## config.mk

```make
export PLATFORM = sky130hd
export DESIGN_NAME = vgfc_ctrl
export DESIGN_NICKNAME = d
export VERILOG_FILES = /design/src/vgfc_pkg.sv /design/src/vgfc_ctrl.sv
export VERILOG_INCLUDE_DIRS = /design/src /design/src/src
export SDC_FILE = /design/constraint.sdc
export NUM_CORES = 1
export LEC_CHECK = 0
export ABC_AREA = 0
export BUFFER_PORTS_ARGS = -buffer_cell sky130_fd_sc_hd__buf_2
export CAP_MARGIN = 15
export CORE_MARGIN = 1.5
export CORE_UTILIZATION = 40
export CTS_CLUSTER_DIAMETER = 150
export DETAILED_ROUTE_END_ITERATION = 8
export PLACE_DENSITY = 0.63
export SLEW_MARGIN = 20
export SYNTH_ARGS = -nofsm -noshare
export SYNTH_HDL_FRONTEND = slang
export SYNTH_SLANG_ARGS = --single-unit
```

## constraint.sdc

```tcl
create_clock -name clk -period 1.3 [get_ports clk]
set_input_delay 0.065 -clock clk [delete_from_list [all_inputs] [get_ports clk]]
set_output_delay 0.065 -clock clk [all_outputs]
set_load 0.1 [all_outputs]
```

## src/voxel_grid_face_culler_macros.svh

```systemverilog
// Assertion helpers for the RTL, used by vgfc_ctrl. Each expects clk and rst in scope.
`ifndef VOXEL_GRID_FACE_CULLER_MACROS_SVH
`define VOXEL_GRID_FACE_CULLER_MACROS_SVH

// Same-cycle implication.
`define VGFC_ASSERT_IMPLIES(lbl, ante, cons, msg) \
  lbl: assert property (@(posedge clk) disable iff (rst) (ante) |-> (cons)) \
    else $error(msg);

// Next-cycle implication.
`define VGFC_ASSERT_NEXT(lbl, ante, cons, msg) \
  lbl: assert property (@(posedge clk) disable iff (rst) (ante) |=> (cons)) \
    else $error(msg);

`endif

```

## src/vgfc_pkg.sv

```systemverilog
package vgfc_pkg;

  // Grid geometry
  localparam int GRID_SIZE  = 32;
  localparam int TYPE_BITS  = 4;
  localparam int COORD_W    = (GRID_SIZE > 1) ? $clog2(GRID_SIZE) : 1;
  localparam int CELL_COUNT = GRID_SIZE * GRID_SIZE * GRID_SIZE;
  localparam int ADDR_W     = $clog2(CELL_COUNT);

  // Fixed field widths
  localparam int OP_W      = 2;
  localparam int CRD_W     = 8;
  localparam int NT_W      = 4;
  localparam int BT_W      = 4;
  localparam int FACE_W    = 6;
  localparam int CFG_IDX_W = 3;
  localparam int CFG_W     = 16;

  // Distance math: |d| up to 65535, limit up to 66047, sum of three squares
  localparam int ABS_W  = 17;
  localparam int DIFF_W = 18;
  localparam int SQ_W   = 34;
  localparam logic [ABS_W-1:0] MARGIN_Q88 = ABS_W'(512);

  // Configuration register indexes
  localparam logic [CFG_IDX_W-1:0] CFG_CAMERA_X    = 3'd0;
  localparam logic [CFG_IDX_W-1:0] CFG_CAMERA_Y    = 3'd1;
  localparam logic [CFG_IDX_W-1:0] CFG_CAMERA_Z    = 3'd2;
  localparam logic [CFG_IDX_W-1:0] CFG_RENDER_DIST = 3'd3;
  localparam logic [CFG_IDX_W-1:0] CFG_TRANSP_MASK = 3'd4;

  localparam logic [CFG_W-1:0] RENDER_DIST_RST = 16'd8192;
  localparam logic [CFG_W-1:0] TRANSP_MASK_RST = 16'd1;

  typedef enum logic [OP_W-1:0] {
    OP_WRITE = 2'd0,
    OP_READ  = 2'd1,
    OP_MESH  = 2'd2
  } op_t;

  // Read select: center cell, then neighbors in face-bit order
  localparam int SEL_W = 3;
  localparam logic [SEL_W-1:0] SEL_CENTER = 3'd0;
  localparam logic [SEL_W-1:0] SEL_YP     = 3'd1;
  localparam logic [SEL_W-1:0] SEL_YN     = 3'd2;
  localparam logic [SEL_W-1:0] SEL_XN     = 3'd3;
  localparam logic [SEL_W-1:0] SEL_XP     = 3'd4;
  localparam logic [SEL_W-1:0] SEL_ZN     = 3'd5;
  localparam logic [SEL_W-1:0] SEL_ZP     = 3'd6;

  localparam logic [SEL_W-1:0] NB_LAST = SEL_W'(FACE_W - 1);

  typedef enum logic [2:0] {
    ST_CLEAR,
    ST_IDLE,
    ST_LOOKUP,
    ST_NEIGH,
    ST_DRAIN,
    ST_DONE
  } state_t;

  typedef enum logic [2:0] {
    SQ_NONE,
    SQ_LIM,
    SQ_DX,
    SQ_DY,
    SQ_DZ
  } sq_t;

  typedef enum logic [1:0] {
    ACC_NONE,
    ACC_LIM,
    ACC_FIRST,
    ACC_ADD
  } acc_t;

  typedef struct packed {
    logic             capture;
    logic             clr_en;
    logic             wr_en;
    logic             rd_en;
    logic [SEL_W-1:0] rd_sel;
    sq_t              sq_sel;
    acc_t             acc_op;
    logic             load_out;
  } cmd_t;

  typedef struct packed {
    logic            clr_last;
    logic [OP_W-1:0] op;
  } status_t;

  // Types of 16 and up are opaque.
  function automatic logic is_transparent(logic [TYPE_BITS-1:0] t,
                                          logic [CFG_W-1:0] mask);
    logic [7:0] w;
    w = 8'(t);
    return (w < 8'd16) && mask[w[3:0]];
  endfunction

endpackage

```

## src/vgfc_ctrl.sv

```systemverilog
`include "voxel_grid_face_culler_macros.svh"

module vgfc_ctrl (
  input  logic              clk,
  input  logic              rst,
  input  logic              req_valid,
  output logic              req_ready,
  output logic              rsp_valid,
  input  logic              rsp_ready,
  input  vgfc_pkg::status_t status,
  output vgfc_pkg::cmd_t    cmd
);

  vgfc_pkg::state_t             state, state_next;
  logic [vgfc_pkg::SEL_W-1:0]   nb_cnt, nb_cnt_next;
  logic                         rsp_valid_next;

  always_ff @(posedge clk) begin
    if (rst) begin
      state     <= vgfc_pkg::ST_CLEAR;
      nb_cnt    <= '0;
      rsp_valid <= 1'b0;
    end else begin
      state     <= state_next;
      nb_cnt    <= nb_cnt_next;
      rsp_valid <= rsp_valid_next;
    end
  end

  // next state
  always_comb begin
    state_next  = state;
    nb_cnt_next = nb_cnt;
    unique case (state)
      vgfc_pkg::ST_CLEAR: begin
        if (status.clr_last) state_next = vgfc_pkg::ST_IDLE;
      end
      vgfc_pkg::ST_IDLE: begin
        if (req_valid) state_next = vgfc_pkg::ST_LOOKUP;
      end
      vgfc_pkg::ST_LOOKUP: begin
        nb_cnt_next = '0;
        unique case (status.op)
          vgfc_pkg::OP_READ: state_next = vgfc_pkg::ST_DRAIN;
          vgfc_pkg::OP_MESH: state_next = vgfc_pkg::ST_NEIGH;
          default:           state_next = vgfc_pkg::ST_DONE;
        endcase
      end
      vgfc_pkg::ST_NEIGH: begin
        if (nb_cnt == vgfc_pkg::NB_LAST) begin
          state_next = vgfc_pkg::ST_DRAIN;
        end else begin
          nb_cnt_next = nb_cnt + 3'd1;
        end
      end
      vgfc_pkg::ST_DRAIN: begin
        state_next = vgfc_pkg::ST_DONE;
      end
      vgfc_pkg::ST_DONE: begin
        if (!rsp_valid || rsp_ready) state_next = vgfc_pkg::ST_IDLE;
      end
      default: state_next = vgfc_pkg::ST_CLEAR;
    endcase
  end

  // outputs
  always_comb begin
    cmd        = '0;
    cmd.rd_sel = vgfc_pkg::SEL_CENTER;
    cmd.sq_sel = vgfc_pkg::SQ_NONE;
    cmd.acc_op = vgfc_pkg::ACC_NONE;
    req_ready  = 1'b0;
    unique case (state)
      vgfc_pkg::ST_CLEAR: cmd.clr_en = 1'b1;
      vgfc_pkg::ST_IDLE: begin
        req_ready   = 1'b1;
        cmd.capture = req_valid;
      end
      vgfc_pkg::ST_LOOKUP: begin
        cmd.sq_sel = vgfc_pkg::SQ_LIM;
        cmd.wr_en  = (status.op == vgfc_pkg::OP_WRITE);
        cmd.rd_en  = (status.op == vgfc_pkg::OP_READ) || (status.op == vgfc_pkg::OP_MESH);
      end
      vgfc_pkg::ST_NEIGH: begin
        cmd.rd_en  = 1'b1;
        cmd.rd_sel = nb_cnt + vgfc_pkg::SEL_YP;
        // squarer runs alongside the neighbor reads
        unique case (nb_cnt)
          3'd0: begin
            cmd.sq_sel = vgfc_pkg::SQ_DX;
            cmd.acc_op = vgfc_pkg::ACC_LIM;
          end
          3'd1: begin
            cmd.sq_sel = vgfc_pkg::SQ_DY;
            cmd.acc_op = vgfc_pkg::ACC_FIRST;
          end
          3'd2: begin
            cmd.sq_sel = vgfc_pkg::SQ_DZ;
            cmd.acc_op = vgfc_pkg::ACC_ADD;
          end
          3'd3: cmd.acc_op = vgfc_pkg::ACC_ADD;
          default: ;
        endcase
      end
      vgfc_pkg::ST_DRAIN: ;
      vgfc_pkg::ST_DONE: cmd.load_out = !rsp_valid || rsp_ready;
      default: ;
    endcase
  end

  assign rsp_valid_next = cmd.load_out || (rsp_valid && !rsp_ready);

  `VGFC_ASSERT_IMPLIES(a_load_free, cmd.load_out, !rsp_valid || rsp_ready, "result overwritten")
  `VGFC_ASSERT_NEXT(a_capture_lookup, cmd.capture, state == vgfc_pkg::ST_LOOKUP, "bad dispatch")
  `VGFC_ASSERT_IMPLIES(a_clear_busy, state == vgfc_pkg::ST_CLEAR, !req_ready, "accept in clear")
  `VGFC_ASSERT_IMPLIES(a_nb_range, state == vgfc_pkg::ST_NEIGH, nb_cnt <= vgfc_pkg::NB_LAST,
                       "neighbor count out of range")

endmodule

```

**Word level (Yosys, flattened, before mapping)**

Cells that the tools add are included.

- Register bits after elaboration: 7
- Latch bits: 0
- Memory bits (writable): 0
- ROM bits: 0
- Input bits: 7
- Output and inout port bits: 15
- Memories kept: 0

- Add/subtract/negate cells: 1
- Multipliers: 0
- Divide/modulo/power cells: 0
- $lt $le $gt $ge: 0
- Equal/unequal tests: 16
- Shifts and indexed selects: 0
- Muxes and demuxes: 19
- Bitwise logic cells: 0
- Reduce and logical (&&, ||, !) cells: 13

Operators with widths:

| operator | number |
|---|---|
| $mux W3 | 6 |
| $pmux W3 S2 | 3 |
| $pmux W3 S6 | 1 |
| $eq A3 B2 Y1 const B | 4 |
| $ne A2 B2 Y1 const B | 5 |
| $eq A3 B3 Y1 const B | 3 |
| $pmux W3 S3 | 1 |
| $eq A3 B1 Y1 const B | 2 |
| $logic_not A3 Y1 | 2 |
| $pmux W2 S3 | 1 |
| $mux W1 | 5 |
| $reduce_and A4 Y1 | 1 |
| $add A3 B1 Y3 const B | 1 |
| $logic_or A1 B1 Y1 | 3 |
| $eq A2 B1 Y1 const B | 1 |
| $eq A2 B2 Y1 const B | 1 |
| $logic_not A1 Y1 | 2 |
| $logic_not A2 Y1 | 1 |
| $mux W2 | 1 |
| $pmux W1 S2 | 1 |
| $reduce_and A2 Y1 | 1 |
| $reduce_bool A2 Y1 | 1 |
| $reduce_or A2 Y1 | 1 |
| $logic_and A1 B1 Y1 | 1 |

**Logic depth before layout (Yosys ltp)**

Gate-level depths: netlist of the first run.

- Word-level depth: 4
- Mapped depth: 5
- Depth with buffers taken out: 5

**Least setup slack after synthesis of the first run**

OpenSTA, ideal clock, no wires.

- Kind: reg2out
- Start: reg state[1]
- End: out cmd[12] (netlist name)
- Arrival: 3535 ps
- Data required time: 1235 ps
- Path slack: -2300 ps
- Stages on the path, launching flop included: 4
- Path through: dfxtp_1 -> buf_2 -> nor3_1 -> and2_1

RTL lines:

| item | line | text |
|---|---|---|
| start: declaration | vgfc_ctrl.sv:14 | `vgfc_pkg::state_t state, state_next;` |
| start signal: assignment | vgfc_ctrl.sv:20 | `state <= vgfc_pkg::ST_CLEAR;` |
| start signal: assignment | vgfc_ctrl.sv:24 | `state <= state_next;` |
| end: declaration | vgfc_ctrl.sv:11 | `output vgfc_pkg::cmd_t cmd` |

==> reports/qor.yml, run 1 <==
tightest_slew_ns: 0.4837
hold_class: "in -> reg"
violations: "setup timing"
yosys-top-cells-area: "dfxtp_1, ha_1, nor2_1, a21oi_1, inv_1"
stdcell_area_sq_um: 1326
crit_path_top_delay_cell: "dfxtp_4"
fin_nets: 140
drc_errors: 0
regArea_sq_um: 161.4
r2r_end: "nb_cnt[0]"
routabilityCongestion: 0.7996
dieArea_sq_um: 1831
grt_overflow_total: 0
drive_gt1_share_pct: 66.67
whs_ns: 0.07272
power_density_nw_per_um2: 668.3
insertedDiodeCount: 0
p_leak_nw: 0.5472
cts_max_level: 1
clkSinkCount: 7
first_iter_violations: 21
rsz0062_at_grt: "yes"
crit_path_max_incr_delay_ns: 0.38
grt_pass1_vias: 678
fillers: 72
rows: 14
fp.dieH_microns: 42.79
crit_family: "flip-flops"
worstHoldEndpoint: "nb_cnt[2]"
synth_nets: 100
setup_viol: 14
multi_input_area_sq_um: 611.8
crit_type: "reg -> out"
status: "complete, but fails checks"
numCtsBuffers: 3
placed_area_sq_um: 1106
hpwl_mm: 1.227
ys_warn_count: 0
hold_depth: 2
relSlewSlack_pct: 67.98
synth_common_cells: "nor2_1, ha_1, inv_1"
clk_pin_slew_ns: 0.06
seq_area_frac_synth_pct: 22.13
synth_flop_cell: "dfxtp_1"
cts_tree: "yes"
r2r-start: "nb_cnt[1]"
avgViaCountPerCell: 5.317
wl_per_cell_microns: 14.40
synth.most_common_cell: "nor2_1"
synth_largest_area_cell: "dfxtp_1"
irDropWorstVdd_v: 0.0007037
hp-start: "rst"
syn2layout_area_growth_pct: 109.5
grt_pass1_wl_mm: 2.898
syn_inst: 84
cap_viol_max_count: 0
postRouteAntennaNets: 0
worst_ep_required_time_ns: 1.24
grt_antenna_before_repair: 0
synth-edff-count: 0
slew_viol_final: 0
cts_buffer_depth: 2
cts_root_buffer: "clkbuf_4"
layout_min_cycle_time_ns: 1.460
path_max_fanout: 4
grt_max_degree: 8
io_pins: 22
async_reset_ff_share_pct: 0
r2r_slack_ns: -0.08
fmax_mhz: 684.7
finalClockSkew_ns: 0.001837
firstDrtPassIters: 5
worstPathArrival_ns: 1.40
synth_top_area_share_pct: 22.13
start_util_pct: 42.52
cp_cell_sequence: "inv_4 > ha_4 > nor2_2 > nor2_1 > o21a_2 > buf_12"
avgSynthCellArea_sq_um: 7.537
wl_mm: 2.002
synth_area_sq_um: 633.1
vias: 739
worstSkewPairLatency_ns: 0.26
io_buffer_count: 21
end_kind: "primary output"
grt_usage_pct: 20.60
holdBufCountCts: 0
period_share_pct: 112.3
setup.worst_path.start_class: "register"
core_sq_um: 1489
hold_viol_final: 0
cp.buffers_inverters: 2
ys_ff_latch: 7
fin_ws_ns: -0.1605
rr_worst_depth: 6
synth_cell_types: 27
dieWidth_microns: 42.79
routing by layer:
metal	vias to the layer above	share of wire, %	GRT usage (%)
li1	367	-	-
met4	0	1.0	1.875
met5	-	0	0
met3	2	3.9	6.383
met1	349	42	25.91
met2	21	53	35.45
worst max path at each step:
stage / startpoint / endpoint / slack, ns / depth (start not counted)
final: nb_cnt[1] / cmd[2] / -0.16 / 6
after global routing: nb_cnt[0] / cmd[1] / -0.19 / 6
after CTS: nb_cnt[0] / cmd[2] / -0.15 / 4
after detailed placement: nb_cnt[0] / cmd[2] / -0.01 / 6
after global placement: nb_cnt[1] / cmd[2] / 0.04 / 6
after floorplan: state[2] / cmd[12] / -0.49 / 3
state kept, by name, indices dropped and copies added (netlist names):
register / cells
nb_cnt: 3
state: 3
rsp_valid: 1
cells by family after synthesis:
family / synth area share (%)
multiplexers: 1.581
flip-flops: 22.13
AND/OR/NAND/NOR: 31.23
buffers and inverters: 9.485
adder cells (fa/ha/maj): 17.79
AO/OA/AOI/OAI: 17.79
worst register-to-register path: stages, from the launching register on:
cell      delay, ns
dfxtp_4        0.38
inv_4          0.05
ha_4           0.17
buf_4          0.13
and2_1         0.17
o211ai_1       0.22
a21oi_1        0.12
power by group:
group / switching [mW] / internal (mW) / total, mW / leakage, nW
sequential: 0.0163 / 0.219 / 0.235 / 0.0616
clock: 0.0927 / 0.118 / 0.211 / 0.0150
combinational: 0.262 / 0.179 / 0.440 / 0.471
placed cells by master (no fill, tap or decap), drive strengths merged:
master / instances
inv: 9
o211ai: 2
nand2: 4
a211oi: 1
a311oi: 1
nor3b: 1
or3: 1
ha: 9
nor2: 12
nor4: 1
and3: 1
or3b: 1
o2111a: 1
and3b: 3
a21oi: 7
nand3b: 1
o21ai: 4
mux2i: 1
o21a: 2
nor2b: 1
clkbuf: 4
nand3: 2
dfxtp: 7
nand2b: 2
buf: 39
nor3: 3
and2: 3
cell type report:
cell class                      instances  share of cell area (%)
Multi-Input combinational cell         64                   46.13
Timing Repair Buffer                   39                   35.09
Sequential cell                         7                   12.17
Inverter                                9                   3.113
Clock buffer                            4                   1.981
Tap cell                               16                   1.509
what timing repair did:
| action | in CTS | in global routing |
|---|---|---|
| gates cloned | 0 | 0 |
| setup buffers | 5 | 5 |
| endpoints found under the setup margin | 15 | 15 |
| pin swaps | 8 | 4 |
| resized for setup | 27 | 7 |
| hold endpoints to repair | 0 | 0 |
per-stage QoR:
step / util (%) / instances / worst slack (ns) / TNS [ns] / power (mW)
after global placement: 74.29 / 125 / 0.04152 / 0 / 0.6290
after CTS: 84.45 / 134 / -0.1527 / -1.031 / 0.8627
after global routing: 89.08 / 139 / -0.1915 / -1.968 / 0.9131
after floorplan: - / 84 / -0.4947 / -1.660 / 0.5029
after detailed placement: 74.29 / 125 / -0.01100 / -0.01100 / 0.6316
final: 89.08 / 139 / -0.1605 / -1.221 / 0.8863
(Power assumes the default switching activity.)
==> run 2, diff against run 1 <==
- CELL_PAD_IN_SITES_DETAIL_PLACEMENT: unset -> 0
- CELL_PAD_IN_SITES_GLOBAL_PLACEMENT: unset -> 1
- CORE_UTILIZATION: 40 -> 33
- PLACE_DENSITY: 0.63 -> unset
- PLACE_DENSITY_LB_ADDON: unset -> 0.12
==> run 2 against run 1 <==
Against the previous run:
- the run still ends with setup timing left
- die area rose by 20%
- fmax fell by 0.22%
- design area rose by 4.2%
- core utilization fell by 11 points
- clock power barely moved
- clock skew rose by 0.0088 ns
- sequential share of layout area fell by 0.49 points
- register-to-register slack barely moved
- hold slack got worse by 0.012 ns
- final cell count rose by 9.4%
- highest routed layer unchanged
==> reports/qor.yml, run 2 (synthesis results as in run 1) <==
status: "complete, but fails checks"
violations: "setup timing"
wl_per_cell_microns: 12.39  # -14%
setup.worst_path.start_class: "register"
largestRegisters: "nb_cnt (3), state (3), rsp_valid (1)"
clkSinkCount: 7  # unchanged
end_kind: "primary output"
fmax_mhz: 683.2  # -0.22%
final_cell_mix: "buf_12, buf_4, buf_6"
clk_pin_slew_ns: 0.07  # about the same
rows: 15  # +1
avgViaCountPerCell: 4.671  # -12%
period_share_pct: 112.6  # +0.24 points
core_sq_um: 1764  # +18%
firstDrtPassIters: 4  # -1
relSlewSlack_pct: 68.09  # +0.11 points
worst_ep_required_time_ns: 1.24  # about the same
vias: 710  # -3.9%
layout_min_cycle_time_ns: 1.464  # +0.003183 ns
routabilityCongestion: 0.8134  # +1.7%
intPower_mw: 0.5405  # +4.9%
fin_nets: 144  # +2.9%
fp.dieH_microns: 46.80  # +9.4%
numCtsBuffers: 3  # unchanged
worstPathArrival_ns: 1.40  # about the same
grt_overflow_total: 0  # unchanged
io_buffer_count: 21  # unchanged
grt_max_degree: 8  # unchanged
path_max_fanout: 5  # +1
hold_viol_final: 0  # unchanged
power.clock.fraction_pct: 23.1  # -0.7 points
cts_root_buffer: "clkbuf_4"
cap_viol_max_count: 0  # unchanged
place_inst: 133  # +6.4%
wl_mm: 1.883  # -5.9%
syn2layout_area_growth_pct: 118.2
drc_errors: 0  # unchanged
cts_max_level: 1  # unchanged
switchingPower_mw: 0.3787  # +2.1%
first_iter_violations: 12  # -43%
netSwitchingFraction_pct: 41.20  # -0.66 points
start_util_pct: 35.89  # -6.6 points
slew_viol_final: 0  # unchanged
stdcell_area_sq_um: 1381  # +4.2%
insertedDiodeCount: 0  # unchanged
drive_gt1_share_pct: 66.14  # -0.52 points
grt_antenna_before_repair: 0  # unchanged
postRouteAntennaNets: 0  # unchanged
p_leak_nw: 0.5702  # +4.2%
power_density_nw_per_um2: 665.5  # -0.42%
combPwrFrac_pct: 51.3  # +1.6 points
cts_buffer_depth: 2  # unchanged
worstSkewPairLatency_ns: 0.26  # about the same
seqPwrFrac_pct: 25.7  # -0.8 points
io_pins: 22  # unchanged
p_total_mw: 0.9192  # +3.7%
dieArea_sq_um: 2190  # +20%
grt_usage_pct: 18.24  # -2.4 points
irDropWorstVdd_v: 0.0006517  # -7.4%
setup_viol: 17  # +3
dieWidth_microns: 46.80  # +9.4%
hold_class: "in -> reg"
fin_ws_ns: -0.1637  # -0.003183 ns
grt_pass1_vias: 688  # +1.5%
finalClockSkew_ns: 0.01061  # +0.008772 ns
cts_tree: "yes"
tightest_slew_ns: 0.4819  # -0.001722 ns
hpwl_mm: 1.295  # +5.6%
crit_type: "reg -> out"
grt_pass1_wl_mm: 2.842  # -1.9%
placed_area_sq_um: 1110  # +0.34%
rsz0062_at_grt: "yes"
instances_no_fill: 152  # +9.4%
run 2: changes by cell type in the layout (fill, tap and decap cells not counted):
cell / before / now
a311oi_1: 0 / 1
nor2_2: 1 / 2
o21ai_1: 0 / 1
nand2_2: 1 / 0
nand2_1: 3 / 4
o21ai_0: 4 / 3
inv_1: 5 / 6
inv_2: 1 / 0
nor2_1: 6 / 5
inv_6: 0 / 2
buf_6: 4 / 8
a311oi_2: 1 / 0
inv_4: 3 / 1
run 2: cell type report:
| cell class | instances | area (sq um) |
|---|---|---|
| clock buffer | 4 | 26.28 |
| fill | 134 | 382.9 |
| inverter | 9 | 46.29 |
| multi-input combinational | 64 | 605.6 |
| sequential | 7 | 161.4 |
| tap | 25 | 31.28 |
| timing repair buffer | 43 | 510.5 |
run 2: worst paths after layout:
kind	start	to	slack, ns	cells past startpoint
setup / recovery	nb_cnt[0]	cmd[1]	-0.16	6
setup reg to reg	nb_cnt[1]	nb_cnt[1]	-0.09	7
hold reg to reg	rsp_valid	rsp_valid	0.55	2
hold / removal	rst	state[1]	0.06	2
run 2: metrics by stage:
stage               setup slack [ns]  util [%]  hold slack [ns]   TNS (ns)
CTS                          -0.1645     73.83          0.04998     -1.110
global route                 -0.1993     78.30          0.05386     -2.501
detailed placement         -0.005317     62.91           0.3293  -0.005317
floorplan                    -0.4947         -           0.1267     -1.660
finish                       -0.1637     78.30          0.06118     -1.641
global placement             0.01914     62.91           0.3271          0
run 2: repair_timing:
| action | in CTS | in global routing |
|---|---|---|
| endpoints found under the hold margin | 0 | 0 |
| pin swaps | 13 | 10 |
| setup buffers | 8 | 7 |
| resized for setup | 31 | 8 |
| hold buffers | 0 | 0 |
| endpoints found under the setup margin | 14 | 18 |
run 2: metal layers:
metal | track usage (%) | part of all wire [%]
met5 | 0 | 0
met4 | 6.667 | 1.3
met3 | 2.308 | 2.4
met2 | 32.88 | 54
met1 | 22.01 | 42
run 2: power by group through the flow:
stage / Sequential [mW] / Combinational, mW / Clock (mW)
after floorplan: 0.238 / 0.265 / 0
after global placement: 0.242 / 0.382 / 0
after detailed placement: 0.242 / 0.384 / 0
after CTS: 0.234 / 0.436 / 0.217
after global routing: 0.237 / 0.492 / 0.229
final: 0.236 / 0.471 / 0.212
run 2: critical path, stage by stage (launching register included):
cell,delay (ns)
dfxtp_4,0.41
inv_6,0.05
ha_4,0.16
nor2_2,0.10
nor2_1,0.05
o21a_2,0.21
buf_12,0.16
==> run 3, diff against run 2 <==
- HOLD_SLACK_MARGIN: unset -> 0.1
==> run 3 against run 2 <==
Against the previous run:
- the run still ends with setup timing left
- sequential power about the same
- fmax down 1.1%
- register-to-register slack about the same
- final cell count up 0.66%
- non-clock buffer count up 1
==> reports/qor.yml, run 3 (synthesis results as in run 1) <==
status: "complete, but fails checks"
violations: "setup timing"
stdcell_area_sq_um: 1391  # +0.72%
wl_mm: 1.920  # +2.0%
fp.dieH_microns: 46.80  # unchanged
p_leak_nw: 0.5744  # +0.73%
cts_buffer_depth: 2  # unchanged
fmax_mhz: 676.0  # -1.1%
path_max_fanout: 7  # +2
clk_pin_slew_ns: 0.05  # -0.02 ns
avgViaCountPerCell: 4.824  # +3.3%
layout_min_cycle_time_ns: 1.479  # +0.01565 ns
grt_pass1_wl_mm: 2.856  # +0.49%
firstDrtPassIters: 4  # unchanged
rsz0062_at_grt: "yes"
postRouteAntennaNets: 0  # unchanged
drc_errors: 0  # unchanged
start_util_pct: 35.89  # unchanged
routabilityCongestion: 0.8134  # unchanged
setup_viol: 18  # +1
cts_root_buffer: "clkbuf_4"
irDropWorstVdd_v: 0.0006632  # +1.8%
grt_pass1_vias: 687  # -0.15%
grt_max_degree: 8  # unchanged
syn2layout_area_growth_pct: 119.8
setup_tns_ns: -1.794  # -0.1536 ns
insertedDiodeCount: 0  # unchanged
relSlewSlack_pct: 68.10  # about the same
fillers: 137  # +2.2%
final_cell_mix: "buf_12, buf_4, buf_6"
fin_ws_ns: -0.1793  # -0.01566 ns
setup.worst_path.start_class: "register"
dieArea_sq_um: 2190  # unchanged
worstPathArrival_ns: 1.41  # about the same
hpwl_mm: 1.295  # unchanged
instances_no_fill: 153  # +0.66%
cp_cell_sequence: "buf_6 > and3b_2 > and3_4 > buf_12"
io_pins: 22  # unchanged
numCtsBuffers: 3  # unchanged
crit_family: "simple AND/OR/NAND/NOR gates"
crit_type: "reg -> out"
worst_ep_required_time_ns: 1.24  # about the same
rows: 15  # unchanged
slew_viol_final: 0  # unchanged
power_density_nw_per_um2: 668.4  # +0.44%
grt_usage_pct: 18.32  # +0.079 points
period_share_pct: 113.8  # +1.2 points
cts_max_level: 1  # unchanged
p_total_mw: 0.9299  # +1.2%
vias: 738  # +3.9%
largestRegisters: "nb_cnt (3), state (3), rsp_valid (1)"
drive_gt1_share_pct: 65.63  # -0.52 points
dp_slack_ns: -0.005317  # unchanged
grt_overflow_total: 0  # unchanged
cp.buffers_inverters: 2  # unchanged
first_iter_violations: 12  # unchanged
hold_class: "in -> reg"
finalClockSkew_ns: 0.01526  # +0.004649 ns
wl_per_cell_microns: 12.55  # +1.3%
clkSinkCount: 7  # unchanged
placed_area_sq_um: 1110  # unchanged
place_inst: 133  # unchanged
grt_antenna_before_repair: 0  # unchanged
end_kind: "primary output"
crit_path_top_delay_cell: "dfxtp_4"
crit_path_max_incr_delay_ns: 0.39  # -0.02 ns
hold_viol_final: 0  # unchanged
cap_viol_max_count: 0  # unchanged
whs_ns: 0.1430  # +0.08182 ns
cts_tree: "yes"
dieWidth_microns: 46.80  # unchanged
core_sq_um: 1764  # unchanged
tightest_slew_ns: 0.4818  # -0.0001382 ns
worstSkewPairLatency_ns: 0.27  # about the same
finish.utilization_pct: 78.87  # +0.57 points
fin_nets: 145  # +0.69%
io_buffer_count: 21  # unchanged
==> run 3: report_power, final <==
part,leakage [nW],internal [mW],switching (mW)
sequential,0.0616,0.219,0.0175
combinational,0.498,0.206,0.268
clock,0.0150,0.118,0.102
==> run 3: routing by layer <==
metal / part of all wire (%) / global-route usage, %
met1: 42 / 22.25
met2: 52 / 32.88
met3: 2.6 / 2.308
met4: 3.3 / 6.667
met5: 0 / 0
==> run 3: layout make-up <==
type	instances	area (sq um)	share of cell area, %
clock buffer	4	26.28	1.888
tap	25	31.28	2.248
sequential	7	161.4	11.60
timing repair buffer	44	520.5	37.41
multi-input combinational	64	605.6	43.53
inverter	9	46.29	3.327
==> run 3: worst reg2reg max path, stage by stage (launching register included) <==
cell and delay (ns):
dfxtp_4 0.39, inv_4 0.06, ha_4 0.17, buf_4 0.13, buf_4 0.12, and2_1 0.17, o211ai_1 0.16, a21oi_1 0.08
==> run 3: path summary, 6_finish.rpt <==
path             start        end  slack (ns)  depth (start not counted)
min          rsp_ready  rsp_valid        0.14                          3
min reg2reg  rsp_valid  rsp_valid        0.54                          2
max reg2reg  nb_cnt[1]  nb_cnt[1]       -0.09                          7
max           state[0]     cmd[5]       -0.18                          4
==> run 3: repair_timing <==
item | in CTS | in global routing
hold buffers | 1 | 0
cloned | 0 | 0
gates resized for setup | 31 | 8
setup endpoints to repair | 14 | 18
hold endpoints to repair | 6 | 0
pin swaps | 13 | 10
buffers inserted | 8 | 7
